File: src/rtl/tmf_pkg.sv
`timescale 1ns / 1ps

package tmf_pkg;

    // Default shape of the block
    localparam int SAMPLE_WIDTH_DEF  = 16;
    localparam int FRACTION_BITS_DEF = 15;

    // Configuration port
    localparam int CFG_INDEX_WIDTH = 3;

    // Register reset values, truncated to the sample width where they are used
    localparam int RESET_LEFT_FOOT  = 0;
    localparam int RESET_LEFT_TOP   = 8192;
    localparam int RESET_RIGHT_TOP  = 24576;
    localparam int RESET_RIGHT_FOOT = 32767;

    // Register indexes
    typedef enum logic [CFG_INDEX_WIDTH-1:0] {
        REG_LEFT_FOOT  = 3'd0,
        REG_LEFT_TOP   = 3'd1,
        REG_RIGHT_TOP  = 3'd2,
        REG_RIGHT_FOOT = 3'd3,
        REG_PEAK       = 3'd4,
        REG_LEFT_OPEN  = 3'd5,
        REG_RIGHT_OPEN = 3'd6
    } cfg_reg_t;

    // How the result of an item is formed at the end of the chain
    typedef enum logic [1:0] {
        MODE_ZERO = 2'd0,
        MODE_FULL = 2'd1,
        MODE_DIV  = 2'd2
    } mode_t;

    // Control that travels with an item from stage to stage
    typedef struct packed {
        logic  valid;
        mode_t mode;
    } item_ctrl_t;

endpackage

File: src/rtl/tmf_front.sv
`timescale 1ns / 1ps

module tmf_front
    import tmf_pkg::*;
#(
    parameter int SAMPLE_WIDTH  = SAMPLE_WIDTH_DEF,
    parameter int FRACTION_BITS = FRACTION_BITS_DEF
)
(
    input  logic                            clk,
    input  logic                            rst_n,
    input  logic                            sample_valid,
    output logic                            sample_ready,
    input  logic signed [SAMPLE_WIDTH-1:0]  sample,
    input  logic signed [SAMPLE_WIDTH-1:0]  vertex_left_foot,
    input  logic signed [SAMPLE_WIDTH-1:0]  vertex_left_top,
    input  logic signed [SAMPLE_WIDTH-1:0]  vertex_right_top,
    input  logic signed [SAMPLE_WIDTH-1:0]  vertex_right_foot,
    input  logic        [FRACTION_BITS:0]   peak_height,
    input  logic                            left_open,
    input  logic                            right_open,
    input  logic                            down_ready,
    output item_ctrl_t                      out_ctrl,
    output logic        [SAMPLE_WIDTH-1:0]  out_rem,
    output logic        [FRACTION_BITS:0]   out_lowq,
    output logic        [SAMPLE_WIDTH-1:0]  out_den,
    output logic        [FRACTION_BITS:0]   out_h
);

    localparam int DW = FRACTION_BITS + 1;
    localparam int PW = DW + SAMPLE_WIDTH;
    localparam logic [FRACTION_BITS:0] OneQ = {1'b1, {FRACTION_BITS{1'b0}}};

    // Stage 1: classify the sample, form numerator and divisor
    item_ctrl_t                  ctrl1_reg, ctrl1_next;
    logic [SAMPLE_WIDTH-1:0]     num1_reg, num1_next;
    logic [SAMPLE_WIDTH-1:0]     den1_reg, den1_next;
    logic [FRACTION_BITS:0]      h1_reg, h1_next;

    // Stage 2: product height times numerator
    item_ctrl_t                  ctrl2_reg, ctrl2_next;
    logic [PW-1:0]               prod2_reg, prod2_next;
    logic [SAMPLE_WIDTH-1:0]     den2_reg;
    logic [FRACTION_BITS:0]      h2_reg;

    logic ready1, ready2;
    logic signed [SAMPLE_WIDTH:0] x_minus_a, b_minus_a, d_minus_x, d_minus_c;

    assign ready2       = !ctrl2_reg.valid || down_ready;
    assign ready1       = !ctrl1_reg.valid || ready2;
    assign sample_ready = ready1;

    assign x_minus_a = {sample[SAMPLE_WIDTH-1], sample}
                     - {vertex_left_foot[SAMPLE_WIDTH-1], vertex_left_foot};
    assign b_minus_a = {vertex_left_top[SAMPLE_WIDTH-1], vertex_left_top}
                     - {vertex_left_foot[SAMPLE_WIDTH-1], vertex_left_foot};
    assign d_minus_x = {vertex_right_foot[SAMPLE_WIDTH-1], vertex_right_foot}
                     - {sample[SAMPLE_WIDTH-1], sample};
    assign d_minus_c = {vertex_right_foot[SAMPLE_WIDTH-1], vertex_right_foot}
                     - {vertex_right_top[SAMPLE_WIDTH-1], vertex_right_top};

    // Region tests in fixed order: outside, rising, plateau, falling
    always_comb
    begin
        ctrl1_next.valid = sample_valid;
        ctrl1_next.mode  = MODE_ZERO;
        num1_next        = x_minus_a[SAMPLE_WIDTH-1:0];
        den1_next        = b_minus_a[SAMPLE_WIDTH-1:0];
        h1_next          = (peak_height > OneQ) ? OneQ : peak_height;
        if ((!left_open && sample < vertex_left_foot)
            || (!right_open && sample > vertex_right_foot))
        begin
            ctrl1_next.mode = MODE_ZERO;
        end
        else if (sample < vertex_left_top)
        begin
            ctrl1_next.mode = left_open ? MODE_FULL : MODE_DIV;
        end
        else if (sample <= vertex_right_top || right_open)
        begin
            ctrl1_next.mode = MODE_FULL;
        end
        else if (sample < vertex_right_foot)
        begin
            ctrl1_next.mode = MODE_DIV;
            num1_next       = d_minus_x[SAMPLE_WIDTH-1:0];
            den1_next       = d_minus_c[SAMPLE_WIDTH-1:0];
        end
        else
        begin
            ctrl1_next.mode = MODE_ZERO;
        end
    end

    // Multiply; quotient bits come from the divider chain
    always_comb
    begin
        ctrl2_next = ctrl1_reg;
        prod2_next = PW'(num1_reg) * PW'(h1_reg);
    end

    always_ff @(posedge clk or negedge rst_n)
    begin
        if (!rst_n)
        begin
            ctrl1_reg <= '0;
            ctrl2_reg <= '0;
        end
        else
        begin
            if (ready1)
            begin
                ctrl1_reg <= ctrl1_next;
            end
            if (ready2)
            begin
                ctrl2_reg <= ctrl2_next;
            end
        end
    end

    // Payload registers
    always_ff @(posedge clk)
    begin
        if (ready1)
        begin
            num1_reg <= num1_next;
            den1_reg <= den1_next;
            h1_reg   <= h1_next;
        end
        if (ready2)
        begin
            prod2_reg <= prod2_next;
            den2_reg  <= den1_reg;
            h2_reg    <= h1_reg;
        end
    end

    assign out_ctrl = ctrl2_reg;
    assign out_rem  = prod2_reg[PW-1:DW];
    assign out_lowq = prod2_reg[DW-1:0];
    assign out_den  = den2_reg;
    assign out_h    = h2_reg;

endmodule

File: src/rtl/tmf_div_cell.sv
`timescale 1ns / 1ps

module tmf_div_cell
    import tmf_pkg::*;
#(
    parameter int SAMPLE_WIDTH  = SAMPLE_WIDTH_DEF,
    parameter int FRACTION_BITS = FRACTION_BITS_DEF
)
(
    input  logic                         clk,
    input  logic                         rst_n,
    input  item_ctrl_t                   in_ctrl,
    input  logic [SAMPLE_WIDTH-1:0]      in_rem,
    input  logic [FRACTION_BITS:0]       in_lowq,
    input  logic [SAMPLE_WIDTH-1:0]      in_den,
    input  logic [FRACTION_BITS:0]       in_h,
    output logic                         up_ready,
    input  logic                         down_ready,
    output item_ctrl_t                   out_ctrl,
    output logic [SAMPLE_WIDTH-1:0]      out_rem,
    output logic [FRACTION_BITS:0]       out_lowq,
    output logic [SAMPLE_WIDTH-1:0]      out_den,
    output logic [FRACTION_BITS:0]       out_h
);

    item_ctrl_t                 ctrl_reg;
    logic [SAMPLE_WIDTH-1:0]    rem_reg, rem_next;
    logic [FRACTION_BITS:0]     lowq_reg, lowq_next;
    logic [SAMPLE_WIDTH-1:0]    den_reg;
    logic [FRACTION_BITS:0]     h_reg;
    logic [SAMPLE_WIDTH+1:0]    trial;

    assign up_ready = !ctrl_reg.valid || down_ready;

    // One restoring step: bring down the next dividend bit, try to subtract
    always_comb
    begin
        trial = {1'b0, in_rem, in_lowq[FRACTION_BITS]} - {2'b00, in_den};
        if (!trial[SAMPLE_WIDTH+1])
        begin
            rem_next  = trial[SAMPLE_WIDTH-1:0];
            lowq_next = {in_lowq[FRACTION_BITS-1:0], 1'b1};
        end
        else
        begin
            rem_next  = {in_rem[SAMPLE_WIDTH-2:0], in_lowq[FRACTION_BITS]};
            lowq_next = {in_lowq[FRACTION_BITS-1:0], 1'b0};
        end
    end

    always_ff @(posedge clk or negedge rst_n)
    begin
        if (!rst_n)
        begin
            ctrl_reg <= '0;
        end
        else if (up_ready)
        begin
            ctrl_reg <= in_ctrl;
        end
    end

    always_ff @(posedge clk)
    begin
        if (up_ready)
        begin
            rem_reg  <= rem_next;
            lowq_reg <= lowq_next;
            den_reg  <= in_den;
            h_reg    <= in_h;
        end
    end

    assign out_ctrl = ctrl_reg;
    assign out_rem  = rem_reg;
    assign out_lowq = lowq_reg;
    assign out_den  = den_reg;
    assign out_h    = h_reg;

endmodule

File: src/rtl/trapezoid_membership_core.sv
`timescale 1ns / 1ps

// Trapezoidal fuzzy membership. Each sample item gives one degree item:
// 0 outside [a,d], height*(x-a)/(b-a) on the rising edge, the full height on
// the plateau [b,c] and on an open shoulder, height*(d-x)/(d-c) on the
// falling edge, edge values truncated. The block takes one item per clock
// while degree_ready is held high and passes it through FRACTION_BITS+3
// register stages: two front stages (classify, multiply) and then a chain
// of FRACTION_BITS+1 divider cells, each producing one quotient bit. Every
// stage has its own valid bit and stalls only when the stage ahead of it is
// full, so bubbles are squeezed out while the output waits. Write
// configuration only when no items are in flight.

module trapezoid_membership_core
    import tmf_pkg::*;
#(
    parameter int SAMPLE_WIDTH  = SAMPLE_WIDTH_DEF,
    parameter int FRACTION_BITS = FRACTION_BITS_DEF
)
(
    input  logic                              clk,
    input  logic                              rst_n,
    input  logic                              cfg_write,
    input  logic [CFG_INDEX_WIDTH-1:0]        cfg_index,
    input  logic [((SAMPLE_WIDTH > FRACTION_BITS + 1) ?
                   SAMPLE_WIDTH : FRACTION_BITS + 1)-1:0] cfg_data,
    input  logic                              sample_valid,
    output logic                              sample_ready,
    input  logic signed [SAMPLE_WIDTH-1:0]    sample,
    output logic                              degree_valid,
    input  logic                              degree_ready,
    output logic [FRACTION_BITS:0]            degree
);

    localparam int NCELL = FRACTION_BITS + 1;

    // Configuration registers
    logic signed [SAMPLE_WIDTH-1:0] left_foot_reg, left_top_reg;
    logic signed [SAMPLE_WIDTH-1:0] right_top_reg, right_foot_reg;
    logic        [FRACTION_BITS:0]  peak_reg;
    logic                           left_open_reg, right_open_reg;

    always_ff @(posedge clk or negedge rst_n)
    begin
        if (!rst_n)
        begin
            left_foot_reg  <= SAMPLE_WIDTH'(RESET_LEFT_FOOT);
            left_top_reg   <= SAMPLE_WIDTH'(RESET_LEFT_TOP);
            right_top_reg  <= SAMPLE_WIDTH'(RESET_RIGHT_TOP);
            right_foot_reg <= SAMPLE_WIDTH'(RESET_RIGHT_FOOT);
            peak_reg       <= {1'b1, {FRACTION_BITS{1'b0}}};
            left_open_reg  <= 1'b0;
            right_open_reg <= 1'b0;
        end
        else if (cfg_write)
        begin
            case (cfg_index)
                REG_LEFT_FOOT:  left_foot_reg  <= cfg_data[SAMPLE_WIDTH-1:0];
                REG_LEFT_TOP:   left_top_reg   <= cfg_data[SAMPLE_WIDTH-1:0];
                REG_RIGHT_TOP:  right_top_reg  <= cfg_data[SAMPLE_WIDTH-1:0];
                REG_RIGHT_FOOT: right_foot_reg <= cfg_data[SAMPLE_WIDTH-1:0];
                REG_PEAK:       peak_reg       <= cfg_data[FRACTION_BITS:0];
                REG_LEFT_OPEN:  left_open_reg  <= cfg_data[0];
                REG_RIGHT_OPEN: right_open_reg <= cfg_data[0];
                default:        ;
            endcase
        end
    end

    // Stage links: index 0 is the front end, NCELL the last cell
    item_ctrl_t                 ctrl_w [NCELL+1];
    logic [SAMPLE_WIDTH-1:0]    rem_w  [NCELL+1];
    logic [FRACTION_BITS:0]     lowq_w [NCELL+1];
    logic [SAMPLE_WIDTH-1:0]    den_w  [NCELL+1];
    logic [FRACTION_BITS:0]     h_w    [NCELL+1];
    logic                       rdy_w  [NCELL+1];

    tmf_front #(
        .SAMPLE_WIDTH  (SAMPLE_WIDTH),
        .FRACTION_BITS (FRACTION_BITS)
    ) u_front (
        .clk               (clk),
        .rst_n             (rst_n),
        .sample_valid      (sample_valid),
        .sample_ready      (sample_ready),
        .sample            (sample),
        .vertex_left_foot  (left_foot_reg),
        .vertex_left_top   (left_top_reg),
        .vertex_right_top  (right_top_reg),
        .vertex_right_foot (right_foot_reg),
        .peak_height       (peak_reg),
        .left_open         (left_open_reg),
        .right_open        (right_open_reg),
        .down_ready        (rdy_w[0]),
        .out_ctrl          (ctrl_w[0]),
        .out_rem           (rem_w[0]),
        .out_lowq          (lowq_w[0]),
        .out_den           (den_w[0]),
        .out_h             (h_w[0])
    );

    // Divider chain, one quotient bit per cell
    for (genvar i = 0; i < NCELL; i++)
    begin : g_cell
        tmf_div_cell #(
            .SAMPLE_WIDTH  (SAMPLE_WIDTH),
            .FRACTION_BITS (FRACTION_BITS)
        ) u_cell (
            .clk        (clk),
            .rst_n      (rst_n),
            .in_ctrl    (ctrl_w[i]),
            .in_rem     (rem_w[i]),
            .in_lowq    (lowq_w[i]),
            .in_den     (den_w[i]),
            .in_h       (h_w[i]),
            .up_ready   (rdy_w[i]),
            .down_ready (rdy_w[i+1]),
            .out_ctrl   (ctrl_w[i+1]),
            .out_rem    (rem_w[i+1]),
            .out_lowq   (lowq_w[i+1]),
            .out_den    (den_w[i+1]),
            .out_h      (h_w[i+1])
        );
    end

    // Output side; the last cell is the output register
    assign rdy_w[NCELL]  = degree_ready;
    assign degree_valid  = ctrl_w[NCELL].valid;

    always_comb
    begin
        case (ctrl_w[NCELL].mode)
            MODE_ZERO: degree = '0;
            MODE_FULL: degree = h_w[NCELL];
            default:   degree = lowq_w[NCELL];
        endcase
    end

endmodule

File: config.mk
export PLATFORM = sky130hd
export DESIGN_NAME = trapezoid_membership_core
export DESIGN_NICKNAME = d
export VERILOG_FILES = /design/src/rtl/tmf_pkg.sv /design/src/rtl/tmf_front.sv /design/src/rtl/tmf_div_cell.sv /design/src/rtl/trapezoid_membership_core.sv
export SDC_FILE = /design/constraint.sdc
export NUM_CORES = 2
export LEC_CHECK = 0
export BUFFER_PORTS_ARGS = -buffer_cell sky130_fd_sc_hd__buf_2
export CAP_MARGIN = 15
export CELL_PAD_IN_SITES_DETAIL_PLACEMENT = 0
export CELL_PAD_IN_SITES_GLOBAL_PLACEMENT = 1
export CORE_MARGIN = 10
export CORE_UTILIZATION = 45
export CTS_BUF_LIST = sky130_fd_sc_hd__clkbuf_8
export CTS_CLUSTER_SIZE = 12
export DETAILED_ROUTE_END_ITERATION = 6
export GPL_ROUTABILITY_DRIVEN = 1
export PLACE_DENSITY_LB_ADDON = 0.1
export SYNTH_ARGS = -nofsm -noshare
export SYNTH_HDL_FRONTEND = slang
export SYNTH_HIERARCHICAL = 1
export SYNTH_SLANG_ARGS = --single-unit
File: constraint.sdc
create_clock -name clk -period 48.6 [get_ports clk]
set_input_delay 4.86 -clock clk [delete_from_list [all_inputs] [get_ports clk]]
set_output_delay 4.86 -clock clk [all_outputs]
set_load 0.01 [all_outputs]
==> Yosys cells after proc, flatten, opt, wreduce, memory -nomap -nowiden <==
Index checks and enable logic that the tools add are counted.
{ "classes": {"n_addsub": 20, "multipliers": 1, "order_cmp": 6, "n_eq_ne": 7, "n_mux": 45, "n_reduce_logical": 51} }
{ "op_table": {"columns": ["op", "count"], "rows": [
  ["$mux W16", 23],
  ["$sub A17 B16 Y18", 16],
  ["$sub A16 B16 Y16", 4],
  ["$lt A16 B16 Y1", 3],
  ["$mul A16 B16 Y32", 1],
  ["$pmux W16 S2", 1],
  ["$logic_not A1 Y1", 20],
  ["$logic_or A1 B1 Y1", 20],
  ["$gt A16 B16 Y1", 1],
  ["$gt A16 B16 Y1 const B", 1],
  ["$le A16 B16 Y1", 1],
  ["$mux W1", 16],
  ["$reduce_and A2 Y1", 7],
  ["$mux W2", 5],
  ["$eq A3 B3 Y1 const B", 3],
  ["$eq A3 B2 Y1 const B", 2],
  ["$eq A3 B1 Y1 const B", 1],
  ["$logic_not A3 Y1", 1],
  ["$eq A2 B1 Y1 const B", 1],
  ["$logic_and A1 B1 Y1", 2],
  ["$logic_not A2 Y1", 1]
]} }
{ "totals": {"regBits": 1240, "input_bits": 40, "output_inout_bits": 18, "word_cells": 241} }

==> Depth between registers and ports, before layout <==
{ "depth": {"depth_word": 19, "ltp_mapped": 23, "mapped_depth_nobuf": 21} }

==> By module <==
Netlist, hierarchy kept.
{ "by_module_without_submodules": {"columns": ["mod", "instances", "cells_per_inst", "area_each_um2"], "rows": [
  ["tmf_div_cell at g_cell[0].u_cell ...", 9, 232, 3220.6],
  ["tmf_div_cell at g_cell[11].u_cell ...", 7, 196, 3040.4],
  ["tmf_front", 1, 1723, 16375.7],
  ["trapezoid_membership_core", 1, 200, 3464.6]
]} }

==> Worst setup path after synthesis <==
Ideal clock, no wire load.
{ "synth_path": {"path_type": "input to output", "from": "in degree_ready", "to": "out sample_ready", "arrival_time_ns": 35.195, "t_required_ns": 43.740, "slack_ns": 8.545, "stages": 19, "path_cell_list": "nand2b_1 nand2b_1 nand2b_1 nand2b_1 nand2b_1 nand2b_1 nand2b_1 nand2b_1 nand2b_1 nand2b_1 nand2b_1 nand2b_1 nand2b_1 nand2b_1 nand2b_1 nand2b_1 nor2b_1 and2_1 inv_1"} }
{ "synth_rtl": {"columns": ["item", "line_no", "rtl"], "rows": [
  ["from (decl)", "trapezoid_membership_core.sv:31", "input logic degree_ready,"],
  ["to (decl)", "trapezoid_membership_core.sv:28", "output logic sample_ready,"]
]} }

==> results.cfg <==
[floorplan]
ios = 58
fp.dieH_microns = 410
coreArea_sq_mm = 0.152
start_util_pct = 45.2
die_area_sq_mm = 0.168
die_w_microns = 410
row_count = 143

[clocking]
cts_buffers = 206
postCtsResizedCells = 0
postCtsSetupRepairBufs = 0
cts_tree = done
root_buffer = clkbuf_8
cts_sinks = 1240
holdBufCountCts = 0
insertion_delay_ps = 920
cts_htree_levels = 4
clk_path_buf_depth = 3
cts.clk_slew.worst_paths_ps = 60

[timing]
slew_violations = 0
relSlewSlack_pct = 23.4
final_hold_viol_count = 0
rsz0062_at_grt = false
tightest_slew_ps = 1150
fin_crit_ps = 16670
max_freq_ghz = 0.0600
fin_crit_sh_pct = 34.3
finClkSkew_ps = 58.8
finalSetupTns_ps = 0
setup_viol = 0

[detailed_routing]
wirelength_microns = 147000
route.detailed.drc = 0
vias_per_cell = 5.19
wire_per_inst_microns = 19.2
final_antenna_net_count = 0
drt_iter0_markers = 1991
vias = 39665
first_pass_iters = 5

[critical_path]
crit_type = in -> out
worst_path_most_repeated_cell = nand2b_2
critPathSlowestCell = nand2b_4
slowest_delay_ps = 770
crit_family = simple AND/OR/NAND/NOR gates
crit_required_ps = 43740
worstSetupStartpointType = input pin
crit_buf_inv = 6
cp_max_fo = 68
path_cells = buf_2, nand2b_1, buf_4, nand2b_2, nand2b_2, nand2b_2, nand2b_2, buf_4, nand2b_2, nand2b_4, nand2b_4, nand2b_2, nand2b_2, nand2b_2, buf_4, nand2b_2, nand2b_2, nand2b_2, nand2b_2, nand2b_4, nor2b_1, and2_1, inv_2, buf_2
worstSetupEndpointType = primary output
cp_data_arrival_time_ps = 11810

[placed_design]
io_buffer_count = 57
place.gp.congestion = 0.861
dpl.hpwl_microns = 111000

[global_route]
grt_max_degree = 83
grt_pass1_wl_microns = 233000
grt_antenna_before_repair = 10
grt_pass1_vias = 41059
grt-ovfl-total = 0
grt_util_all_layers_pct = 17.5

[yosys]
syn_inst = 5252
synth_nets = 5958
yosysWarnings = 6
syn_area_per_cell_sq_um = 13.0
netlist_area_sq_mm = 0.0685

[flow_run]
max_cap_violations = 0

[worst_hold_path]
hold_path_class = reg -> reg

[cells_and_area]
syn_to_final_growth_pct = 9.61
drive_gt1_share_pct = 15.1
fin_nets = 6141

[run_status]
status = finished, final reports clean
==> final timing paths <==
check	from	endpoint	slack [ps]	cells after the start
setup reg to reg	g_cell[15].u_cell/out_ctrl[2]	u_front/num1_reg[0]	40480	23
hold / removal	g_cell[5].u_cell/out_h[2]	g_cell[6].u_cell/out_h[2]	390	0
max in group asynchronous	rst_n	g_cell[6].u_cell/out_ctrl[0]	43170	2
hold reg to reg	g_cell[5].u_cell/out_h[2]	g_cell[6].u_cell/out_h[2]	390	0
setup / recovery	degree_ready	sample_ready	31930	24
min in group asynchronous	rst_n	left_foot_reg[9]	4040	1
==> routing by layer <==
metal  GRT usage [%]  up-vias  routed length (microns)
met3            2.76      209                     4530
met1            21.0    19538                    61700
met4            4.72        0                     3250
met2            32.3      569                    77600
met5               0        -                        0
li1                -    19349                        -
==> layout by cell type, fill, tap and decap left out, types with 19 or more instances in the layout <==
master and n:
nor2_1 224, buf_2 56, o31ai_1 26, o21bai_1 22, xor2_1 121, nand2_1 316, a21o_2 24, a211oi_1 66
edfxtp_1 1104, o31a_1 29, nand3_1 75, ha_1 453, a21o_1 82, nor3_1 67, nand4_1 25, nor2b_1 60
inv_1 690, nand2b_1 49, or3_1 20, dfstp_2 19, xnor2_1 84, mux2i_1 57, a21oi_1 210, clkinv_2 28
dfrtp_1 117, mux2_4 135, fa_1 213, clkinv_1 24, buf_4 40, o211ai_1 21, o21a_1 75, o21ai_0 162
a311oi_1 19, mux2_2 183, a31oi_1 50, and2_1 150, clkbuf_8 220
==> through the flow <==
| stage | worst slack, ps | util, % | area (sq um) | hold WS (ps) | std cells |
|---|---|---|---|---|---|
| final | 31930 | 49.5 | 75000 | 394 | 7644 |
| after global routing | 31270 | 49.5 | 75000 | 398 | 7642 |
| after CTS | 31770 | 49.5 | 75000 | 377 | 7641 |
| after detailed placement | 31790 | 46.7 | 70700 | 405 | 7257 |
| after global placement | 31870 | 46.7 | 70700 | 401 | 7257 |
| after floorplan | 9330 | - | 68500 | 400 | 5252 |
==> final cells by class <==
cell class	instances	area [sq um]
Multi-Input combinational cell	3276	28700
Timing Repair Buffer	97	592
Tap cell	2030	2540
Fill cell	13375	76500
Antenna cell	3	7.51
Clock buffer	220	3030
Sequential cell	1240	36600
Inverter	614	2300
Clock inverter	164	1280
==> worst reg2reg max path: stages (launching register included) <==
cell,delay (ps)
dfrtp_1,370
nand2b_1,80
buf_4,400
nand2b_2,220
nand2b_2,110
nand2b_2,110
nand2b_2,100
buf_4,620
nand2b_2,310
nand2b_4,680
nand2b_4,910
nand2b_2,270
nand2b_2,120
nand2b_2,100
buf_4,620
nand2b_2,290
nand2b_2,120
nand2b_2,110
nand2b_2,120
nand2b_4,750
nor2b_1,260
and2_1,310
inv_2,90
buf_4,540
Power is left out: the tool's default activity adds up to more than one toggle a clock period on the data nets, which glitch-free logic cannot reach.
